<file path="config.mk">
export PLATFORM = sky130hd
export DESIGN_NAME = decimal_number_syntax_checker_top_flat
export DESIGN_NICKNAME = d
export VERILOG_FILES = /design/src/design/dnsc_pkg.sv /design/src/design/dnsc_char_if.sv /design/src/design/dnsc_result_if.sv /design/src/design/dnsc_parse_core.sv /design/src/design/decimal_number_syntax_checker_top.sv /design/src/flat_wrapper.sv
export SDC_FILE = /design/constraint.sdc
export NUM_CORES = 1
export LEC_CHECK = 0
export ABC_AREA = 1
export BUFFER_PORTS_ARGS = -buffer_cell sky130_fd_sc_hd__buf_2
export CORE_UTILIZATION = 35
export CTS_CLUSTER_DIAMETER = 50
export DETAILED_ROUTE_END_ITERATION = 6
export GPL_TIMING_DRIVEN = 1
export HOLD_SLACK_MARGIN = 0.08
export REMOVE_ABC_BUFFERS = 1
export SLEW_MARGIN = 15
export SYNTH_ARGS = -nofsm -noshare
export SYNTH_HDL_FRONTEND = slang
export SYNTH_SLANG_ARGS = --single-unit
</file>
<file path="constraint.sdc">
create_clock -name clk -period 1.7 [get_ports clk]
set_input_delay 0 -clock clk [delete_from_list [all_inputs] [get_ports clk]]
set_output_delay 0 -clock clk [all_outputs]
set_load 0.05 [all_outputs]
</file>
<file path="src/design/dnsc_pkg.sv">
`timescale 1ns / 1ps
// Package for the decimal number syntax checker.
// Holds character codes, parse phases, beat and state types, and the
// character class helpers. No dependencies.
package dnsc_pkg;

	// Character codes
	localparam logic [7:0] CH_POINT = 8'h2E;
	localparam logic [7:0] CH_E_LO  = 8'h65;
	localparam logic [7:0] CH_E_UP  = 8'h45;
	localparam logic [7:0] CH_MINUS = 8'h2D;
	localparam logic [7:0] CH_PLUS  = 8'h2B;
	localparam logic [7:0] CH_ZERO  = 8'h30;
	localparam logic [7:0] CH_NINE  = 8'h39;
	localparam logic [7:0] CH_TAB   = 8'h09;
	localparam logic [7:0] CH_CR    = 8'h0D;
	localparam logic [7:0] CH_SPACE = 8'h20;

	// Parse phases
	typedef enum logic [2:0] {
		PH_LEAD       = 3'd0,
		PH_MANT       = 3'd1,
		PH_EXP_START  = 3'd2,
		PH_EXP_SIGNED = 3'd3,
		PH_EXP_DIG    = 3'd4,
		PH_TRAIL      = 3'd5
	} phase_t;

	// One input beat
	typedef struct packed {
		logic [7:0] char_code;
		logic       has_char;
		logic       end_of_text;
	} in_beat_t;

	// One result beat
	typedef struct packed {
		logic number_ok;
		logic integer_ok;
	} out_beat_t;

	// Per-string parse state
	typedef struct packed {
		phase_t phase;
		logic   mantissa_digit_seen;
		logic   point_seen;
		logic   exponent_seen;
		logic   syntax_failed;
	} parse_state_t;

	localparam parse_state_t PARSE_RESET = '{
		phase: PH_LEAD,
		mantissa_digit_seen: 1'b0,
		point_seen: 1'b0,
		exponent_seen: 1'b0,
		syntax_failed: 1'b0
	};

	function automatic logic is_ws(input logic [7:0] c);
		return ((c >= CH_TAB) && (c <= CH_CR)) || (c == CH_SPACE);
	endfunction

	function automatic logic is_dig(input logic [7:0] c);
		return (c >= CH_ZERO) && (c <= CH_NINE);
	endfunction

	function automatic logic is_sign(input logic [7:0] c);
		return (c == CH_MINUS) || (c == CH_PLUS);
	endfunction

endpackage

</file>
<file path="src/design/dnsc_char_if.sv">
`timescale 1ns / 1ps
// Character channel: valid/ready handshake with one character beat.
// Depends on nothing.
interface dnsc_char_if;
	logic       valid;
	logic       ready;
	logic [7:0] char_code;
	logic       has_char;
	logic       end_of_text;

	modport source (output valid, output char_code, output has_char,
		output end_of_text, input ready);
	modport sink (input valid, input char_code, input has_char,
		input end_of_text, output ready);
endinterface

</file>
<file path="src/design/dnsc_result_if.sv">
`timescale 1ns / 1ps
// Result channel: valid/ready handshake with the two syntax flags.
// Depends on nothing.
interface dnsc_result_if;
	logic valid;
	logic ready;
	logic number_ok;
	logic integer_ok;

	modport source (output valid, output number_ok, output integer_ok, input ready);
	modport sink (input valid, input number_ok, input integer_ok, output ready);
endinterface

</file>
<file path="src/design/dnsc_parse_core.sv">
`timescale 1ns / 1ps
// Parse state register and next-state logic for one character beat.
// Depends on dnsc_pkg.
module dnsc_parse_core (
	input  logic                clk,
	input  logic                arst_n,
	input  logic                advance,
	input  dnsc_pkg::in_beat_t  beat,
	output dnsc_pkg::out_beat_t result
);
	import dnsc_pkg::*;

	parse_state_t state_q;
	parse_state_t step;
	logic [7:0]   c;

	assign c = beat.char_code;

	// Apply one character to the parse state
	always_comb begin
		step = state_q;
		if (beat.has_char && !state_q.syntax_failed) begin
			unique case (state_q.phase)
				PH_LEAD: begin
					if (is_ws(c)) begin
						step.phase = PH_LEAD;
					end else if (is_sign(c)) begin
						step.phase = PH_MANT;
					end else if (is_dig(c)) begin
						step.mantissa_digit_seen = 1'b1;
						step.phase = PH_MANT;
					end else if (c == CH_POINT) begin
						step.point_seen = 1'b1;
						step.phase = PH_MANT;
					end else begin
						step.syntax_failed = 1'b1;
					end
				end
				PH_MANT: begin
					if (is_dig(c)) begin
						step.mantissa_digit_seen = 1'b1;
					end else if (c == CH_POINT && !state_q.point_seen) begin
						step.point_seen = 1'b1;
					end else if ((c == CH_E_LO || c == CH_E_UP)
							&& state_q.mantissa_digit_seen) begin
						step.exponent_seen = 1'b1;
						step.phase = PH_EXP_START;
					end else if (is_ws(c) && state_q.mantissa_digit_seen) begin
						step.phase = PH_TRAIL;
					end else begin
						step.syntax_failed = 1'b1;
					end
				end
				PH_EXP_START: begin
					if (is_sign(c)) begin
						step.phase = PH_EXP_SIGNED;
					end else if (is_dig(c)) begin
						step.phase = PH_EXP_DIG;
					end else begin
						step.syntax_failed = 1'b1;
					end
				end
				PH_EXP_SIGNED: begin
					if (is_dig(c)) begin
						step.phase = PH_EXP_DIG;
					end else begin
						step.syntax_failed = 1'b1;
					end
				end
				PH_EXP_DIG: begin
					if (is_ws(c)) begin
						step.phase = PH_TRAIL;
					end else if (!is_dig(c)) begin
						step.syntax_failed = 1'b1;
					end
				end
				PH_TRAIL: begin
					if (!is_ws(c)) begin
						step.syntax_failed = 1'b1;
					end
				end
				default: begin
					step.syntax_failed = 1'b1;
				end
			endcase
		end
	end

	// Judge the string as it stands after this beat
	always_comb begin
		result.number_ok = !step.syntax_failed &&
			((step.phase == PH_MANT && step.mantissa_digit_seen) ||
			 step.phase == PH_EXP_DIG || step.phase == PH_TRAIL);
		result.integer_ok = result.number_ok && !step.point_seen && !step.exponent_seen;
	end

	// Advance state; drop back to reset at the end of each string
	always_ff @(posedge clk or negedge arst_n) begin
		if (!arst_n) begin
			state_q <= PARSE_RESET;
		end else if (advance) begin
			state_q <= beat.end_of_text ? PARSE_RESET : step;
		end
	end

endmodule

</file>
<file path="src/design/decimal_number_syntax_checker_top.sv">
`timescale 1ns / 1ps
// Decimal number syntax checker, top level.
// Throughput: one character beat per cycle, except that an end-of-text beat waits in the
// input register while the result slot is full. A result is loaded into the result
// register when its end-of-text beat leaves the input register and is held until taken.
// Reset (arst_n low) empties both registers and returns parsing to leading whitespace.
// Depends on dnsc_pkg, dnsc_char_if, dnsc_result_if, dnsc_parse_core.
module decimal_number_syntax_checker_top (
	input  logic            clk,
	input  logic            arst_n,
	dnsc_char_if.sink       chars,
	dnsc_result_if.source   results
);
	import dnsc_pkg::*;

	logic      beat_valid_s1;
	in_beat_t  beat_s1;
	logic      res_valid_q;
	out_beat_t res_q;
	out_beat_t res_next;
	logic      res_free;
	logic      advance;

	// Move stage 1 on unless it ends a string and the result slot is full
	assign res_free     = !res_valid_q || results.ready;
	assign advance      = beat_valid_s1 && (!beat_s1.end_of_text || res_free);
	assign chars.ready  = !beat_valid_s1 || advance;

	// Input register
	always_ff @(posedge clk or negedge arst_n) begin
		if (!arst_n) begin
			beat_valid_s1 <= 1'b0;
		end else if (chars.ready) begin
			beat_valid_s1 <= chars.valid;
		end
	end

	always_ff @(posedge clk) begin
		if (chars.ready && chars.valid) begin
			beat_s1.char_code   <= chars.char_code;
			beat_s1.has_char    <= chars.has_char;
			beat_s1.end_of_text <= chars.end_of_text;
		end
	end

	dnsc_parse_core u_core (
		.clk     (clk),
		.arst_n  (arst_n),
		.advance (advance),
		.beat    (beat_s1),
		.result  (res_next)
	);

	// Result register: load on a string end, clear when taken
	always_ff @(posedge clk or negedge arst_n) begin
		if (!arst_n) begin
			res_valid_q <= 1'b0;
		end else if (advance && beat_s1.end_of_text) begin
			res_valid_q <= 1'b1;
		end else if (results.ready) begin
			res_valid_q <= 1'b0;
		end
	end

	always_ff @(posedge clk) begin
		if (advance && beat_s1.end_of_text) begin
			res_q <= res_next;
		end
	end

	assign results.valid      = res_valid_q;
	assign results.number_ok  = res_q.number_ok;
	assign results.integer_ok = res_q.integer_ok;

endmodule

</file>
<file path="src/flat_wrapper.sv">
// flat-port wrapper written by rule: the top's interface ports become plain ports
module decimal_number_syntax_checker_top_flat import dnsc_pkg::*;
  (clk, arst_n, chars_valid, chars_char_code, chars_has_char, chars_end_of_text, chars_ready, results_valid, results_number_ok, results_integer_ok, results_ready);
  dnsc_char_if chars_i ();
  dnsc_result_if results_i ();
  input  logic clk;
  input  logic arst_n;
  input wire logic [$bits(chars_i.valid)-1:0] chars_valid;
  input wire logic [$bits(chars_i.char_code)-1:0] chars_char_code;
  input wire logic [$bits(chars_i.has_char)-1:0] chars_has_char;
  input wire logic [$bits(chars_i.end_of_text)-1:0] chars_end_of_text;
  output wire logic [$bits(chars_i.ready)-1:0] chars_ready;
  output wire logic [$bits(results_i.valid)-1:0] results_valid;
  output wire logic [$bits(results_i.number_ok)-1:0] results_number_ok;
  output wire logic [$bits(results_i.integer_ok)-1:0] results_integer_ok;
  input wire logic [$bits(results_i.ready)-1:0] results_ready;
  assign chars_i.valid = chars_valid;
  assign chars_i.char_code = chars_char_code;
  assign chars_i.has_char = chars_has_char;
  assign chars_i.end_of_text = chars_end_of_text;
  assign chars_ready = chars_i.ready;
  assign results_valid = results_i.valid;
  assign results_number_ok = results_i.number_ok;
  assign results_integer_ok = results_i.integer_ok;
  assign results_i.ready = results_ready;
  decimal_number_syntax_checker_top u_core (.clk(clk), .arst_n(arst_n), .chars(chars_i), .results(results_i));
endmodule
</file>
==> metrics.md, run 1 <==
| Metric | Value |
|---|---|
| CP Data Required Time | 1.87 ns |
| Slew at the pin with the worst max-slew slack | 0.3927 ns |
| Post-synth EDFFs | 12 |
| Multi-input gate area in the final layout | approximately 600 µm² |
| Cell Chain, Critical Path | buf_4 -> a21oi_2 -> nand3_2 -> nand2_1 -> nand2_1 -> nand2_1 -> nand3_2 -> nor2_2 -> nor2_2 -> nor2_2 -> nand3_2 -> nor2_2 |
| Cell area after synthesis | roughly 1200 µm² |
| Antenna violations before repair | 0 |
| Number of synthesized register bits | 21 |
| Most used DFF post-synth | sky130_fd_sc_hd__edfxtp_1 |
| Dominant cell by count in the synthesized netlist | sky130_fd_sc_hd__nand2_1 |
| Post-DR wirelength/cell | around 11 µm |
| Areal power density over the cells | 767.6 nW/µm² |
| Final setup violating endpoints | 3 |
| Wire length of the first global-routing pass | about 4700 µm |
| Avg Vias per Cell | 4.673 |
| Hold Path Class | in -> reg |
| Overflow left after global routing | 0 |
| Row count | 21 |
| Total inserted antenna cells | 0 |
| Max IR drop VDD | approximately 500 µV |
| Cell at the root of the clock tree | sky130_fd_sc_hd__clkbuf_4 |
| Most instantiated cells after synthesis | 47 x sky130_fd_sc_hd__nand2_1, 30 x sky130_fd_sc_hd__nor2_1, 26 x sky130_fd_sc_hd__inv_1, 12 x sky130_fd_sc_hd__edfxtp_1, 11 x sky130_fd_sc_hd__nand3_1 |
| I/O pin count | 18 |
| Estimated wirelength of the detail-placed design | 2018 µm |
| H-Tree Depth | 1 |
| Fin crit share | 1.083 |
| DP Cell Count | 240 |
| First-pass DRT Iterations | 4 |
| Initial DRC Count | 33 |
| Via count of the first global-routing pass | 1,121 |
| Area share of the leading cell type in the synthesized netlist | 0.2951 |
| Leakage power | roughly 0.81 nW |
| Sequential area share after synthesis | 0.4795 |
| Most area-consuming cells after synthesis | sky130_fd_sc_hd__edfxtp_1 30%, sky130_fd_sc_hd__dfrtp_1 18%, sky130_fd_sc_hd__nand2_1 14% |
| Fillcell total | 322 |
| Sort of element at the end of the critical path | flip-flop |
| Max-slew violations | 0 |
| Yosys warnings | 0 |
| Final estimated routing congestion in global placement | 0.9192 |
| CP arrival | 2.01 ns |
| Max-cap check violation count | 0 |
| Largest net degree at the start of global routing | 12 |
| Mapped Cells | 168 |
| Critical Setup Path Class | reg -> reg |
| Dominant cell type by area after synthesis | sky130_fd_sc_hd__edfxtp_1 |
| Final worst clock skew | 0.002861 ns |
| Final Hold Fails | 0 |
| Status | complete, but fails checks |
| Clock buffer count from CTS | 3 |
| Vias after detailed routing | 1,229 |
| Maximum fanout encountered on the critical timing path | 6 |
| Unrepaired setup endpoints after global routing | true |
| Initial standard-cell utilization of the core | 0.3660 |
| WHS | 0.4023 ns |
| Area of the die | 3730 µm² |
| Post-route ant nets | 0 |
| Slowest Stage Delay on Critical Path | 0.43 ns |
| Max_slew headroom | 0.7373 |
| Clock tree buffer depth | 2 |
| Post-synthesis cell type count | 16 |
| Startpoint kind of the worst setup timing path | flip-flop |
| Crit-path leading delay family | simple AND/OR/NAND/NOR gates |
| Post-route DRC | 0 |
| Area of the placeable core | between 3000 and 4000 µm² |
| Buffers on Ports | 17 |
| Width of the chip | 61.07 µm |
| Minimum clock period after layout | 1.840 ns |
| Share of layout cells above drive strength 1 | 0.2535 |
| Max frequency | 543.3 MHz |
| Crit path max-delay cell type | sky130_fd_sc_hd__edfxtp_1 |
| Register area | 585.6 µm² |
| Total stage count of the critical path | 12 |
| Area growth from synthesis to final layout | 39.55% |
| Clock network latency to the later pin of the worst-skew pair | 0.29 ns |
| Worst path most repeated cell | sky130_fd_sc_hd__nor2_2 |
| Final Worst Setup Slack | -0.1404 ns |
| Post-Route WL | 2960 µm |
| Average footprint of a synthesized cell | 7.269 µm² |
| Reg2reg path depth | 12 |
| Clock tree from TritonCTS | built |
| Failing checks | negative setup slack |
| # clock sinks | 21 |
| Non-Filler Instances | 263 |
| Die height | 61.07 µm |
| Cell depth of the worst min-delay path | 2 |
| Total GRT Usage | 0.1707 |
| Async set-or-reset flop fraction in the synthesized netlist | 0.4286 |
| Count of buffering cells on the critical path with inverters included | 1 |
| Register clock-pin slew on the reported worst setup and hold paths | 0.11 ns |
| Final Net Count | 232 |
-- what timing repair did --
action / in CTS / in global routing
endpoints found under the setup margin: 3 / 4
endpoints found under the hold margin: 21 / 0
setup buffers: 1 / 2
pin swaps: 1 / 8
hold buffers: 16 / 0
resized for setup: 6 / 13
-- power by group --
group | internal, mW | total [mW] | switching (mW)
registers | 0.586 | 0.620 | 0.0342
clock network | 0.0912 | 0.232 | 0.141
logic | 0.186 | 0.456 | 0.270
-- state kept, by name, indices dropped and copies added, names as in the netlist --
signal                     cells
u_core.results.valid           1
u_core.beat_s1                10
u_core.results.integer_ok      1
u_core.results.number_ok       1
u_core.u_core.state_q          7
u_core.beat_valid_s1           1
-- final cells by class --
class,count,area share
clock buffers,4,0.01542
inverters,26,0.05727
multi-input cells,121,0.3510
flip-flops and latches,21,0.3436
well taps,46,0.03377
repair buffers,45,0.1990
-- final timing paths --
kind / start / to / slack [ns]
max reg2reg: u_core.beat_s1[3] / u_core.results.integer_ok / -0.14
min reg2reg: u_core.u_core.state_q[1] / u_core.u_core.state_q[1] / 0.53
max in group asynchronous: arst_n / u_core.u_core.state_q[3] / 0.16
max: u_core.beat_s1[3] / u_core.results.integer_ok / -0.14
min in group asynchronous: arst_n / u_core.u_core.state_q[0] / 0.56
min: chars_char_code[2] / u_core.beat_s1[4] / 0.40
-- cells in the final DEF, fill, tap and decap left out --
master,n
sky130_fd_sc_hd__nand2_1,43
sky130_fd_sc_hd__inv_1,26
sky130_fd_sc_hd__nor2_1,24
sky130_fd_sc_hd__buf_2,17
sky130_fd_sc_hd__dlygate4sd3_1,16
sky130_fd_sc_hd__edfxtp_1,12
sky130_fd_sc_hd__buf_4,11
sky130_fd_sc_hd__nand3_1,9
sky130_fd_sc_hd__o21ai_0,9
sky130_fd_sc_hd__nor2_2,9
sky130_fd_sc_hd__dfrtp_1,9
sky130_fd_sc_hd__nand2_2,5
sky130_fd_sc_hd__nand3_2,4
sky130_fd_sc_hd__a21oi_1,3
sky130_fd_sc_hd__nor2_4,3
sky130_fd_sc_hd__o22ai_1,3
sky130_fd_sc_hd__clkbuf_4,3
sky130_fd_sc_hd__nand4_1,2
sky130_fd_sc_hd__nor3_1,2
sky130_fd_sc_hd__o21ai_1,2
sky130_fd_sc_hd__a21oi_2,1
sky130_fd_sc_hd__o22ai_2,1
sky130_fd_sc_hd__a211oi_1,1
sky130_fd_sc_hd__clkbuf_1,1
sky130_fd_sc_hd__buf_6,1
-- per-stage QoR --
| stage | utilization | setup TNS (ns) | total power [mW] | cell area, µm² | worst slack [ns] |
|---|---|---|---|---|---|
| finish | 0.5107 | -0.3362 | 1.308 | 1704 | -0.1404 |
| detailed placement | 0.4289 | -0.1380 | 0.9945 | 1431 | -0.07513 |
| global route | 0.5107 | -0.8883 | 1.391 | 1704 | -0.3226 |
| global placement | 0.4289 | -0.1815 | 0.9936 | 1431 | -0.09504 |
| floorplan | - | -2.689 | 0.8711 | 1221 | -0.2680 |
| CTS | 0.4946 | -0.06662 | 1.273 | 1650 | -0.03774 |
-- cell families after synthesis --
family	synth area share
AND/OR/NAND/NOR	0.3525
AO/OA/AOI/OAI	0.08811
buffers and inverters	0.07992
flip-flops	0.4795
-- per-layer routing --
metal	vias up	routed length [µm]	track usage
li1	635	-	-
met1	561	1293	0.2141
met2	29	1532	0.2919
met3	4	103	0.02521
met4	0	31	0.07468
met5	-	0	0
(Power assumes the default switching activity.)
==> inputs of run 2 (changes only) <==
--- a/config.mk
+++ b/config.mk
@@ -6,10 +6,10 @@
 export NUM_CORES = 1
 export LEC_CHECK = 0
 export ABC_AREA = 1
-export BUFFER_PORTS_ARGS = -buffer_cell sky130_fd_sc_hd__buf_2
 export CORE_UTILIZATION = 35
 export CTS_CLUSTER_DIAMETER = 50
 export DETAILED_ROUTE_END_ITERATION = 6
+export DONT_BUFFER_PORTS = 1
 export GPL_TIMING_DRIVEN = 1
 export HOLD_SLACK_MARGIN = 0.08
 export REMOVE_ABC_BUFFERS = 1
==> run 2 against run 1 <==
Clock skew increased by 0.015 ns. Final cell count fell by 4.6%. The flow still finishes with violations (negative setup slack). Highest routed layer unchanged. Clock power is 7% higher. First-iteration DRC count fell by 6.1%.
==> metrics.md, run 2 (synthesis gave the netlist of run 1 again) <==
| Metric | Value |
|---|---|
| Max IR drop VDD | 554.0 µV (+8.6%) |
| Largest net degree at the start of global routing | 14 (+2) |
| Overflow left after global routing | 0 (unchanged) |
| Fillcell total | 318 (-1.2%) |
| Failing checks | negative setup slack |
| Leakage power | 0.7904 nW (-2.9%) |
| Flip-flop count of the largest register, all copies and words added | 10 (unchanged) |
| Estimated wirelength of the detail-placed design | 2008 µm (-0.52%) |
| Worst min-delay path endpoint | u_core.beat_s1[4] |
| I/O pin count | 18 (unchanged) |
| Total GRT Usage | 0.1782 (+0.007525) |
| Setup slack, reg-to-reg | -0.06 ns (+0.08 ns) |
| Cell depth of the worst min-delay path | 1 (-1) |
| Post-route DRC | 0 (unchanged) |
| CP Data Required Time | 1.87 ns (about the same) |
| Endpoint of the lowest-slack register-to-register path | u_core.results.integer_ok |
| Share of layout cells above drive strength 1 | 0.2829 (+0.02947) |
| Die height | 61.07 µm (unchanged) |
| Count of buffering cells on the critical path with inverters included | 1 (unchanged) |
| Reg-to-Reg Start | u_core.beat_s1[6] |
| Initial standard-cell utilization of the core | 0.3660 (unchanged) |
| Area of the placeable core | 3337 µm² (unchanged) |
| Via count of the first global-routing pass | 1,140 (+1.7%) |
| Largest register by flop count | u_core.beat_s1 |
| Clock buffer count from CTS | 3 (unchanged) |
| Final Worst Setup Slack | -0.05697 ns (+0.08347 ns) |
| Slew at the pin with the worst max-slew slack | 0.4572 ns (+0.06455 ns) |
| Critical Setup Path Class | reg -> reg |
| Maximum fanout encountered on the critical timing path | 5 (-1) |
| Cell at the root of the clock tree | sky130_fd_sc_hd__clkbuf_4 |
| Sort of element at the end of the critical path | flip-flop |
| Most frequent cells in the layout | 37 x sky130_fd_sc_hd__nand2_1, 25 x sky130_fd_sc_hd__inv_1, 24 x sky130_fd_sc_hd__nor2_1, 17 x sky130_fd_sc_hd__buf_4, 15 x sky130_fd_sc_hd__dlygate4sd3_1 |
| Post-route ant nets | 0 (unchanged) |
| Final Net Count | 220 (-5.2%) |
| Worst path most repeated cell | sky130_fd_sc_hd__nor2_2 |
| Cell Chain, Critical Path | nor2_1 -> inv_1 -> nor2_1 -> nand3_2 -> nand2_2 -> nor2_1 -> nand2_2 -> nand2_2 -> nor2_2 -> nor2_2 -> nor2_2 -> nand3_2 -> nor2_2 |
| Critical hold path startpoint | chars_char_code[2] |
| Avg Vias per Cell | 4.781 (+2.3%) |
| Max frequency | 569.2 MHz (+4.8%) |
| Clock tree buffer depth | 2 (unchanged) |
| Post-DR wirelength/cell | 11.68 µm (+3.8%) |
| CP arrival | 1.93 ns (-0.08 ns) |
| Antenna violations before repair | 0 (unchanged) |
| Fin crit share | 1.034 (-0.04910) |
| Buffers on Ports | 0 (-17) |
| Startpoint kind of the worst setup timing path | flip-flop |
| Final estimated routing congestion in global placement | 0.9035 (-1.7%) |
| Vias after detailed routing | 1,200 (-2.4%) |
| # clock sinks | 21 (unchanged) |
| Registers with the highest flip-flop counts | u_core.beat_s1 x10, u_core.u_core.state_q x7 |
| First-pass DRT Iterations | 4 (unchanged) |
| Area growth from synthesis to final layout | 40.37% |
| Commonest non-fill, non-tap cell in the layout | sky130_fd_sc_hd__nand2_1 |
| Width of the chip | 61.07 µm (unchanged) |
| Final worst clock skew | 0.01759 ns (+0.01473 ns) |
| Final TNS setup | -0.1167 ns (+0.2195 ns) |
| Final core utilization | 0.5137 (+0.003000) |
| Max-slew violations | 0 (unchanged) |
| Initial DRC Count | 31 (-6.1%) |
| Clock tree from TritonCTS | built |
| Unrepaired setup endpoints after global routing | true |
| Crit-path leading delay family | simple AND/OR/NAND/NOR gates |
| Minimum clock period after layout | 1.757 ns (-0.08347 ns) |
| Max_slew headroom | 0.6958 (-0.04153) |
| Hold Path Class | in -> reg |
| Wire length of the first global-routing pass | 4899 µm (+4.6%) |
| Clock network latency to the later pin of the worst-skew pair | 0.32 ns (+0.03 ns) |
| Area of the die | 3730 µm² (unchanged) |
| Max-cap check violation count | 0 (unchanged) |
| Status | complete, but fails checks |
| Areal power density over the cells | 784.4 nW/µm² (+2.2%) |
| Final Hold Fails | 0 (unchanged) |
| Non-Filler Instances | 251 (-4.6%) |
| Crit path max-delay cell type | sky130_fd_sc_hd__edfxtp_1 |
| Slowest Stage Delay on Critical Path | 0.49 ns (+0.06 ns) |
| Total inserted antenna cells | 0 (unchanged) |
| DP Cell Count | 228 (-5.0%) |
| Reg2reg path depth | 13 (+1) |
| Register clock-pin slew on the reported worst setup and hold paths | 0.13 ns (+0.02 ns) |
| Final setup violating endpoints | 3 (unchanged) |
| Post-Route WL | 2931 µm (-0.98%) |
| Row count | 21 (unchanged) |
| H-Tree Depth | 1 (unchanged) |
[run 2: area by class of cell]
| type | instances | area [µm²] | area share |
|---|---|---|---|
| well taps | 46 | 57.56 | 0.03358 |
| clock inverters | 1 | 7.507 | 0.004380 |
| multi-input cells | 121 | 654.4 | 0.3818 |
| repair buffers | 33 | 289.0 | 0.1686 |
| clock buffers | 3 | 22.52 | 0.01314 |
| inverters | 26 | 97.59 | 0.05693 |
| flip-flops and latches | 21 | 585.6 | 0.3416 |
[run 2: worst max-delay path by stage]
stage / startpoint / to / slack [ns] / depth (start not counted)
6_report: u_core.beat_s1[6] / u_core.results.integer_ok / -0.06 / 13
5_1_grt: u_core.beat_s1[6] / u_core.results.integer_ok / -0.21 / 13
4_1_cts: u_core.beat_s1[3] / u_core.results.number_ok / -0.02 / 12
3_5_place_dp: u_core.beat_s1[6] / u_core.results.number_ok / -0.11 / 12
3_3_place_gp: u_core.beat_s1[6] / u_core.results.number_ok / -0.11 / 12
2_1_floorplan: u_core.results.valid / u_core.beat_s1[0] / -0.27 / 3
[run 2: power by group]
part,internal [mW],leakage (nW),switching [mW]
clock,0.0898,0.0139,0.160
combinational,0.192,0.541,0.263
sequential,0.587,0.236,0.0534
total,0.869,0.790,0.476
[run 2: repair_timing]
action,4_1_cts,5_1_grt
pin swaps,5,13
resized for setup,9,27
buffers inserted,3,1
hold buffers,15,0
setup endpoints to repair,3,6
hold endpoints to repair,22,0
[run 2: stage by stage]
step	instance area, µm²	power [mW]	hold slack [ns]	setup WS [ns]
after floorplan	1221	0.8711	-0.2956	-0.2680
final	1714	1.345	0.3022	-0.05697
after global routing	1714	1.425	0.2847	-0.2125
after global placement	1384	0.9839	-0.2954	-0.1070
after detailed placement	1384	0.9831	-0.2955	-0.1146
after CTS	1622	1.283	0.3008	-0.01921
[run 2: metal layers]
| metal | wire length [µm] | GRT usage |
|---|---|---|
| met4 | 76 | 0.09416 |
| met2 | 1477 | 0.3012 |
| met3 | 61 | 0.01261 |
| met5 | 0 | 0 |
| met1 | 1316 | 0.2282 |
